**src/hw/rtl/scp_pkg.sv**
```systemverilog
`timescale 1ns / 1ps
package scp_pkg;

  // angle constants in unsigned Q32, rounded to nearest
  localparam logic [39:0] K_TWOPI = 40'd26986075409;
  localparam logic [39:0] K_PI    = 40'd13493037705;
  localparam logic [39:0] K_PI_2  = 40'd6746518852;
  localparam logic [39:0] K_PI_4  = 40'd3373259426;
  localparam logic [32:0] K_4PI   = 33'd5468522205;

  localparam int ACC_W   = 44;
  localparam int LANES   = 2;
  localparam int FRONT_N = 15;
  localparam int CELL_N  = 8;

  typedef logic signed [ACC_W-1:0] acc_t;

  typedef struct packed {
    logic [39:0] x;
    logic [65:0] p;
    logic [32:0] y;
    logic [32:0] z;
    logic        eq;
    logic        odd;
    logic        neg;
    acc_t        acc;
  } lane_t;

  // lane 0 carries the sine, lane 1 the cosine
  typedef lane_t [LANES-1:0] item_t;

  // signed Q40 coefficients, highest order first
  localparam acc_t ODD_C [8] = '{
    44'sd0, 44'sd8, -44'sd1932, 44'sd344545, -44'sd40215962, 44'sd2738217788,
    -44'sd88780629542, 44'sd863554413089
  };
  localparam acc_t EVEN_C [8] = '{
    44'sd0, 44'sd126, -44'sd27060, 44'sd3948193, -44'sd358431870, 44'sd17432035847,
    -44'sd339117025017, 44'sd1099511627776
  };

  function automatic acc_t coef(input logic odd, input logic [2:0] idx);
    return odd ? ODD_C[idx] : EVEN_C[idx];
  endfunction

endpackage

```
**src/hw/rtl/scp_back.sv**
```systemverilog
`timescale 1ns / 1ps
module scp_back (
  input  logic           clk,
  input  logic           rst,
  input  logic           src_valid,
  output logic           src_ready,
  input  scp_pkg::item_t src_item,
  output logic           dst_valid,
  input  logic           dst_ready,
  output logic [31:0]    sine,
  output logic [31:0]    cosine
);
  import scp_pkg::*;

  logic        v0, v1, v2, en0, en1, en2;
  logic [42:0] m0   [LANES];
  logic        s0   [LANES];
  logic [30:0] q1   [LANES];
  logic        s1   [LANES];
  logic [33:0] t    [LANES];
  logic [30:0] qn   [LANES];
  logic [31:0] res  [LANES];

  assign en2       = !v2 || dst_ready;
  assign en1       = !v1 || en2;
  assign en0       = !v0 || en1;
  assign src_ready = en0;

  always_comb begin
    for (int l = 0; l < LANES; l++) begin
      t[l]   = 34'((44'(m0[l]) + 44'd512) >> 10);
      qn[l]  = (t[l] > 34'h4000_0000) ? 31'h4000_0000 : t[l][30:0];
      res[l] = s1[l] ? -32'(q1[l]) : 32'(q1[l]);
    end
  end

  always_ff @(posedge clk) begin
    if (rst) begin
      v0 <= 1'b0;
      v1 <= 1'b0;
      v2 <= 1'b0;
    end else begin
      if (en0) v0 <= src_valid;
      if (en1) v1 <= v0;
      if (en2) v2 <= v1;
    end
  end

  always_ff @(posedge clk) begin
    for (int l = 0; l < LANES; l++) begin
      if (en0) begin
        m0[l] <= src_item[l].acc[ACC_W-1] ? 43'(-src_item[l].acc) : 43'(src_item[l].acc);
        s0[l] <= src_item[l].acc[ACC_W-1] != src_item[l].neg;
      end
      if (en1) begin
        q1[l] <= qn[l];
        s1[l] <= s0[l];
      end
    end
    if (en2) begin
      sine   <= res[0];
      cosine <= res[1];
    end
  end

  assign dst_valid = v2;

endmodule

```
**config.mk**
```make
export PLATFORM = sky130hd
export DESIGN_NAME = scp_back
export DESIGN_NICKNAME = d
export VERILOG_FILES = /design/src/hw/rtl/scp_pkg.sv /design/src/hw/rtl/scp_back.sv
export SDC_FILE = /design/constraint.sdc
export NUM_CORES = 1
export LEC_CHECK = 0
export ABC_AREA = 0
export BUFFER_PORTS_ARGS = -buffer_cell sky130_fd_sc_hd__buf_2
export CAP_MARGIN = 20
export CELL_PAD_IN_SITES_DETAIL_PLACEMENT = 0
export CELL_PAD_IN_SITES_GLOBAL_PLACEMENT = 1
export CORE_ASPECT_RATIO = 0.6
export CORE_MARGIN = 2
export CORE_UTILIZATION = 31
export DETAILED_ROUTE_END_ITERATION = 6
export PLACE_DENSITY_LB_ADDON = 0.1
export SLEW_MARGIN = 25
export SYNTH_ARGS = -nofsm -noshare
export SYNTH_HDL_FRONTEND = slang
export SYNTH_SLANG_ARGS = --single-unit
```
**constraint.sdc**
```tcl
create_clock -name clk -period 3.51 [get_ports clk]
set_input_delay 0.8775 -clock clk [delete_from_list [all_inputs] [get_ports clk]]
set_output_delay 0.8775 -clock clk [all_outputs]
set_load 0.01 [all_outputs]
```
==> metrics.txt, run 1 <==
Finish-stage setup viols 0; Max Slew Vio Count 0; core box area around 32000 um2; FP Rows between 50 and 60; DRT antenna net count 0; reg2reg setup slack 0.60 ns; htree depth 1; Async SR Flop Fraction 0%; peak supply drop 0.308 mV; clock slew at reported path FFs 0.06 ns; commonest non-fill, non-tap cell in the layout edfxtp_1; most frequent cells in the layout 198 x edfxtp_1, 159 x buf_2, 140 x xnor2_1; total iterations of the first detailed-routing run 5; Worst Setup SP m0[0][61]$_DFFE_PP_; clk_skew 0.0204 ns; MaxCap Viol Count 0; wire length of the first global-routing pass between 30 and 40 mm; largest net degree at the start of global routing 71; DPL Wire Length between 15 and 20 mm; vias per cell 4.56; PortBufs between 150 and 200; initial antenna violation count 0; GRT Overall Usage 14.5%; Ports 508; reg2reg start m0[0][61]$_DFFE_PP_; count of cell types in the netlist 46; share of layout cells above drive strength 1 between 20 and 25%; Mapped Cells 840; Core Util, Final 37.7%; Die ar. between 30000 and 40000 um2; Slew @ Worst Pin slightly below 0.9 ns; Avg Inst Size Synth around 12 um2; insertion delay to the later sink of the worst-skew pair ~0.52 ns; Tmin final between 2 and 3 ns; Hold-fix buffers, CTS 0; Worst Path Required between 3 and 4 ns; Post-CTS Setup Inserts 0; Max-slew headroom 42.4%; crit path capture type flip-flop; vias in the first global route between 5000 and 6000; crit path launch type flip-flop; worst flop-to-flop path endpoint q1[0][60]$_SDFFCE_PN0P_; clock root cell clkbuf_16; DRC Markers 0; WL per Instance between 15 and 20 um; Cells on Worst Hold Path 0; final worst-path cycle share between 80% and 90%; post-synthesis sequential area ratio between 50 and 60%; Min-Delay Path Class flip-flop to flip-flop; fmax between 0.3 and 0.4 GHz; Reg area about 6000 um2; CTS Buf Count 22; number of flops mapped to enable cells by yosys 198; Yosys warnings 0; grt ovf 0; Cell Area, Synth 10100 um2; clock sinks between 200 and 250; crit path DAT ~3.2 ns; Main synth FF type edfxtp_1; syn_nets 1286; status finished, final reports clean; CTS tree built; setup ws final 0.599 ns; setup tns final 0 ns; Vias ~6600; CTS max path bufs 3; Final Hold Fails 0; fin nets between 1000 and 1500; Leak approximately 4.6 nW; Synth Register Bits 201; Layout area overhead 20.3%; Multi-input gate area between 3000 and 4000 um2; diodes inserted 0; critical path type flip-flop to flip-flop; hold slack approximately 0.44 ns; RSZ-0062 raised after global routing false; Die X 237 um; pre-CTS setup slack 0.196 ns; Register-to-Register Path Depth 8; Total Wirelength approximately 25 mm; PD cells ~550 nW/um2; CP max FO 31; filler cell count 3167; Die Ht 144 um; starting DRC count in detailed routing between 500 and 600; routability cong. 0.776; last element of the critical path q1[0][60]$_SDFFCE_PN0P_; CTS resizes 0; Starting Density 31.3%
-- synthesized netlist by cell type (14+ instances only) --
cell	count	area (um2)
or3_1	15	93.8
nor2_1	88	330
nand3_1	23	115
or4_1	18	135
xor2_1	45	394
nand2_1	76	285
o21ai_0	40	200
clkbuf_1	17	63.8
and3_1	14	87.6
o31ai_1	27	203
nor3_1	15	75.1
xnor2_1	140	1230
edfxtp_1	198	5950
-- per-stage QoR --
step | instances | total power, mW | instance area, um2
after global routing | 1453 | 6.99 | 12200
final | 1453 | 6.65 | 12200
after global placement | 1413 | 4.52 | 11500
after CTS | 1452 | 6.74 | 12100
after floorplan | 840 | 4.00 | 10100
after detailed placement | 1413 | 4.52 | 11500
-- where the power goes --
group | switching, mW | internal [mW]
clock network | 0.949 | 1.23
registers | 0.217 | 3.06
logic | 0.657 | 0.532
-- worst max-delay path, stage by stage, from the launching register on --
cell      delay, ns
edfxtp_1       0.49
nand4_1        0.22
or4_1          0.61
nor4_1         0.36
buf_4          0.19
nand4_1        0.09
a211o_1        0.34
buf_12         0.17
nor2_1         0.25
-- registers in the layout, indices dropped and copies added, names as in the netlist --
| signal | flops |
|---|---|
| m0 | 68 |
| q1 | 62 |
| cosine | 32 |
| sine | 32 |
| s0 | 2 |
| s1 | 2 |
| dst_valid | 1 |
| v0 | 1 |
| v1 | 1 |
-- area by class of cell --
| class | count | area share [%] |
|---|---|---|
| clock buffers | 26 | 4.65 |
| clock inverters | 13 | 0.885 |
| inverters | 13 | 0.401 |
| multi-input cells | 604 | 32.6 |
| flip-flops and latches | 201 | 49.4 |
| well taps | 424 | 4.36 |
| repair buffers | 172 | 7.72 |
-- per-layer routing --
layer	global-route usage [%]	vias up	part of all wire, %
li1	-	3435	-
met1	27.4	3025	63
met2	14.7	141	31
met3	2.52	25	4.5
met4	2.90	0	1.7
met5	0	-	0
-- worst min path at each step --
| stage | start | end | slack [ns] |
|---|---|---|---|
| 5_1_grt | s0[0][1]$_DFFE_PP_ | s1[0][1]$_DFFE_PP_ | 0.48 |
| 3_3_place_gp | s0[0][1]$_DFFE_PP_ | s1[0][1]$_DFFE_PP_ | 0.44 |
| 3_5_place_dp | s0[0][1]$_DFFE_PP_ | s1[0][1]$_DFFE_PP_ | 0.44 |
| 4_1_cts | s0[0][1]$_DFFE_PP_ | s1[0][1]$_DFFE_PP_ | 0.46 |
| 6_report | s0[0][1]$_DFFE_PP_ | s1[0][1]$_DFFE_PP_ | 0.44 |
| 2_1_floorplan | s0[0][0]$_DFFE_PP_ | s1[0][0]$_DFFE_PP_ | 0.40 |
-- kinds of logic after synthesis --
group	after synthesis	share of synthesized area, %
AND/OR/NAND/NOR	309	15.6
flip-flops	201	59.5
XOR/XNOR	185	16.0
AO/OA/AOI/OAI	106	7.01
buffers and inverters	35	1.37
adder cells (fa/ha/maj)	4	0.495
Power figures use the tool's default switching activity.
==> inputs of run 2 (changes only) <==
- CORE_AREA: default -> 2 2 195 197
- CORE_ASPECT_RATIO: 0.6 -> default
- CORE_MARGIN: 2 -> default
- CORE_UTILIZATION: 31 -> default
- DIE_AREA: default -> 0 0 197 199
- clock period: 3.51 -> 3 ns (I/O delays scaled with it)
==> run 2 against run 1 <==
  * Clock skew shrank 0.011 ns
  * Clock-buffer cell count grew 2
  * Hold slack lost 0.019 ns
==> metrics.txt, run 2 (synthesis gave the netlist of run 1 again) <==
setup ws final 0.182 ns (-0.417 ns); diodes inserted 0 (unchanged); Finish-stage setup viols 0 (unchanged); Ports 508 (unchanged); critical path type flip-flop to flip-flop; crit path launch type flip-flop; total iterations of the first detailed-routing run 4 (-1); biggest regs m0: 68 flops, q1: 62 flops; switching share of power 26.4% (-0.98 points); RSZ-0062 raised after global routing false; CTS max path bufs 3 (unchanged); core box area 37100 um2 (+15%); vias in the first global route 6345 (+6.2%); Die X 197 um (-17%); fin area 12400 um2 (+2.4%); DR WL met3 1.19 mm (+5.9%); Psw 2.09 mW (+15%); P_int 5.81 mW (+20%); clock root cell clkbuf_16; commonest non-fill, non-tap cell in the layout edfxtp_1; DRC Markers 0 (unchanged); status finished, final reports clean; peak supply drop 0.323 mV (+4.9%); crit path DAT 3.07 ns (-0.17 ns); vias per cell 4.28 (-6.1%); share of layout cells above drive strength 1 23.8% (+1.7 points); max FFs per register 68 (unchanged); Layout area overhead 23.2%; Sequential Power Share 48.3% (-1.0 points); Max-slew headroom 59.8% (+17 points); DRT antenna net count 0 (unchanged); Hold-fix buffers, CTS 0 (unchanged); routability cong. 0.759 (-2.2%); reg2reg setup slack 0.18 ns (-0.42 ns); Vias 6531 (-1.4%); CTS tree built; filler cell count 3783 (+19%); insertion delay to the later sink of the worst-skew pair 0.50 ns (-0.02 ns); most frequent cells in the layout 198 x edfxtp_1, 159 x buf_2, 140 x xnor2_1; wire length of the first global-routing pass 36.9 mm (-1.6%); Core Util, Final 33.5% (-4.2 points); fmax 0.355 GHz (+3.3%); Leak 4.76 nW (+3.1%); WL met2 8.08 mm (+4.8%); Comb pwr share 18.0% (about the same); M1 wire length 13.3 mm (-15%); Post-CTS Setup Inserts 0 (unchanged); Tmin final 2.82 ns (-0.0927 ns); fin nets 1483 (+1.6%); CTS Buf Count 23 (+4.5%); CTS resizes 0 (unchanged); crit path capture type flip-flop; DP Area 11700 um2 (+2.3%); Tot Pwr 7.90 mW (+19%); MaxCap Viol Count 0 (unchanged); final worst-path cycle share 93.9% (+11 points); PortBufs 159 (unchanged); hold slack 0.422 ns (-0.0193 ns); GRT Overall Usage 11.9% (-2.6 points); Worst Path Required 3.26 ns (-0.58 ns); initial antenna violation count 1 (+1); Total Wirelength 23.0 mm (-7.5%); pre-CTS setup slack -0.198 ns (-0.394 ns); grt ovf 0 (unchanged); DPL Wire Length 17.8 mm (-6.8%); uppermost routed layer met4; clk_skew 0.00911 ns (-0.0113 ns); clock slew at reported path FFs 0.06 ns (about the same); htree depth 1 (unchanged); Final Hold Fails 0 (unchanged); Clock Power Share 33.7% (+0.9 points); Die Ht 199 um (+38%); WL per Instance 15.1 um (-12%); clock sinks 201 (unchanged); largest net degree at the start of global routing 71 (unchanged); Starting Density 27.2% (-4.1 points); FP Rows 71 (+39%); Most flops, register m0; Slew @ Worst Pin 0.603 ns (-0.261 ns); PD cells 635 nW/um2 (+16%); CP max FO 5 (-84%); Max Slew Vio Count 0 (unchanged); starting DRC count in detailed routing 346 (-39%); Die ar. 39200 um2 (+15%); Min-Delay Path Class flip-flop to flip-flop
==> run 2: worst paths after layout <==
path,startpoint,endpoint,cells after the start
setup / recovery,q1[0][1]$_SDFFCE_PN0P_,sine[27]$_DFFE_PP_,6
hold / removal,s0[0][1]$_DFFE_PP_,s1[0][1]$_DFFE_PP_,0
setup reg to reg,q1[0][1]$_SDFFCE_PN0P_,sine[27]$_DFFE_PP_,6
hold reg to reg,s0[0][1]$_DFFE_PP_,s1[0][1]$_DFFE_PP_,0
==> run 2: worst max-delay path, stage by stage (launching register included) <==
cell and delay [ns]:
edfxtp_1 0.42, or4_1 0.59, or4_4 0.48, nand2b_4 0.19, or4_4 0.54, o31ai_2 0.26
xnor2_1 0.09
==> run 2: power groups by stage <==
| stage | Sequential [mW] | Clock, mW | Combinational [mW] |
|---|---|---|---|
| after CTS | 3.83 | 2.77 | 1.45 |
| after global routing | 3.87 | 2.86 | 1.60 |
| final | 3.81 | 2.66 | 1.42 |
| after detailed placement | 3.88 | 0 | 1.45 |
| after global placement | 3.88 | 0 | 1.44 |
| after floorplan | 3.94 | 0 | 0.732 |
==> run 2: per-layer routing <==
layer | GRT usage (%) | up-vias
li1 | - | 3470
met1 | 20.1 | 2873
met2 | 14.8 | 158
met3 | 2.07 | 30
met4 | 3.17 | 0
met5 | 0 | -
==> run 2: through the flow <==
stage,instances,TNS (ns)
global placement,1486,-0.741
finish,1526,0
global route,1526,0
floorplan,840,0
CTS,1526,0
detailed placement,1486,-0.822
==> run 2: layout make-up <==
type                    count  area (um2)  share of cell area (%)
repair buffers            194        1120                    9.01
flip-flops and latches    201        6010                    48.3
multi-input cells         604        3960                    31.9
clock inverters            12         116                   0.935
clock buffers              28         594                    4.78
inverters                  13        48.8                   0.392
well taps                 474         593                    4.77
==> inputs of run 3 (changes only) <==
- BUFFER_PORTS_ARGS: -buffer_cell sky130_fd_sc_hd__buf_2 -> -buffer_cell sky130_fd_sc_hd__buf_4
- CAP_MARGIN: 20 -> 10
==> run 3 against run 2 <==
  * Sequential power about the same
  * Setup slack worse by 0.0063 ns
  * Hold slack worse by 0.0078 ns
  * Fmax decreased by 0.22%
  * First-iteration DRC count is 0.87% lower
  * Utilization up 1.6 points
  * Cell count stayed put
  * Critical endpoint unchanged
  * Clock-buffer cell count is 3 lower
  * Critical path type unchanged
  * Wire length is 0.61% higher
  * Global-route usage shrank 0.097 points
==> metrics.txt, run 3 (synthesis gave the netlist of run 1 again) <==
Max Slew Vio Count 0 (unchanged); Post-CTS Setup Inserts 0 (unchanged); Min-Delay Path Class primary input to flip-flop; htree depth 1 (unchanged); status finished, final reports clean; crit path DAT 3.08 ns (about the same); peak supply drop 0.314 mV (-2.9%); RSZ-0062 raised after global routing false; grt ovf 0 (unchanged); switching share of power 24.8% (-1.7 points); DRT antenna net count 0 (unchanged); reg2reg setup slack 0.18 ns (about the same); Die ar. 39200 um2 (unchanged); share of layout cells above drive strength 1 24.2% (+0.48 points); WL per Instance 15.2 um (+0.61%); Clock Power Share 38.3% (+4.6 points); crit path launch type flip-flop; max incr delay on CP 0.58 ns (about the same); insertion delay to the later sink of the worst-skew pair 0.51 ns (about the same); Final Hold Fails 0 (unchanged); Reg area 6010 um2 (unchanged); clock root cell clkbuf_16; Psw 2.17 mW (+3.9%); DPL Wire Length 17.8 mm (about the same); Comb pwr share 18.1% (about the same); core box area 37100 um2 (unchanged); largest net degree at the start of global routing 71 (unchanged); Top delay family on crit path simple AND/OR/NAND/NOR gates; Starting Density 27.2% (unchanged); Die Ht 199 um (unchanged); Ports 508 (unchanged); CTS tree built; CTS resizes 0 (unchanged); Vias 6493 (-0.58%); Leak 4.96 nW (+4.1%); wire length of the first global-routing pass 36.4 mm (-1.5%); final worst-path cycle share 94.1% (+0.21 points); biggest regs m0: 68 flops, q1: 62 flops; commonest non-fill, non-tap cell in the layout edfxtp_1; Hold-fix buffers, CTS 0 (unchanged); PortBufs 159 (unchanged); Layout Cells excl Fill 1526 (unchanged); vias per cell 4.25 (-0.58%); DRC Markers 0 (unchanged); GRT Overall Usage 11.8% (-0.097 points); most frequent cells in the layout 198 x edfxtp_1, 185 x buf_4, 140 x xnor2_1; Crit-path slowest cell or4_1; Tot Pwr 8.76 mW (+11%); max FFs per register 68 (unchanged); crit path capture type flip-flop; Finish-stage setup viols 0 (unchanged); initial antenna violation count 1 (unchanged); MaxCap Viol Count 0 (unchanged); total iterations of the first detailed-routing run 4 (unchanged); Slew @ Worst Pin 0.891 ns (+0.288 ns); diodes inserted 0 (unchanged); clock sinks 201 (unchanged); routability cong. 0.735 (-3.2%); critical path type flip-flop to flip-flop; Sequential Power Share 43.6% (-4.7 points); Tmin final 2.82 ns (+0.00634 ns); vias in the first global route 6207 (-2.2%); filler cell count 3703 (-2.1%); P_int 6.59 mW (+13%); Max-slew headroom 40.6% (-19 points); Multi-input gate area 3960 um2 (unchanged); Total Wirelength 23.1 mm (+0.61%); Layout area overhead 28.9%; WP buf/inv 0 (unchanged); starting DRC count in detailed routing 343 (-0.87%); CP cell instances or4_1 -> or4_4 -> nand2b_4 -> or4_4 -> o31ai_2 -> xnor2_1; clk_skew 0.00649 ns (-0.00261 ns); CP max FO 5 (unchanged); fin nets 1480 (-0.20%); Core Util, Final 35.1% (+1.6 points); placed insts 1481 (-0.34%); CP most frequent cell or4_4; CTS max path bufs 3 (unchanged); CTS Buf Count 24 (+4.3%); hold slack 0.414 ns (-0.00775 ns); clock slew at reported path FFs 0.06 ns (about the same); Most flops, register m0; PD cells 672 nW/um2 (+5.9%); fmax 0.354 GHz (-0.22%); Worst Path Required 3.26 ns (about the same); FP Rows 71 (unchanged); Die X 197 um (unchanged)
## run 3: final cells by class
cell class              instances  share of cell area, %
inverters                      13                  0.375
clock inverters                19                   2.33
flip-flops and latches        201                   46.1
well taps                     474                   4.55
clock buffers                  25                   4.80
repair buffers                190                   11.4
multi-input cells             604                   30.4
## run 3: worst paths after layout
check / depth (start not counted) / startpoint / to
min: 2 / rst / v1$_SDFFE_PP0P_
max: 6 / q1[0][1]$_SDFFCE_PN0P_ / sine[27]$_DFFE_PP_
max reg2reg: 6 / q1[0][1]$_SDFFCE_PN0P_ / sine[27]$_DFFE_PP_
min reg2reg: 0 / s0[0][1]$_DFFE_PP_ / s1[0][1]$_DFFE_PP_
## run 3: per-stage QoR
| stage | setup slack, ns | setup TNS [ns] | cell area [um2] |
|---|---|---|---|
| floorplan | 0.103 | 0 | 10100 |
| global placement | -0.136 | -0.574 | 12100 |
| detailed placement | -0.174 | -0.830 | 12100 |
| CTS | 0.162 | 0 | 13000 |
| global route | 0.0400 | 0 | 13000 |
| finish | 0.176 | 0 | 13000 |
## run 3: power groups by stage
| stage | Clock (mW) | Sequential (mW) | Combinational (mW) |
|---|---|---|---|
| after floorplan | 0 | 3.94 | 0.732 |
| after global placement | 0 | 3.89 | 1.60 |
| after detailed placement | 0 | 3.89 | 1.61 |
| after CTS | 3.48 | 3.84 | 1.61 |
| after global routing | 3.59 | 3.87 | 1.76 |
| final | 3.36 | 3.82 | 1.58 |
## run 3: metal layers
layer | part of all wire (%) | global-route usage (%) | routed length, um
met1 | 58 | 20.1 | 13500
met2 | 36 | 14.6 | 8250
met3 | 4.1 | 1.93 | 943
met4 | 1.8 | 3.04 | 409
met5 | 0 | 0 | 0
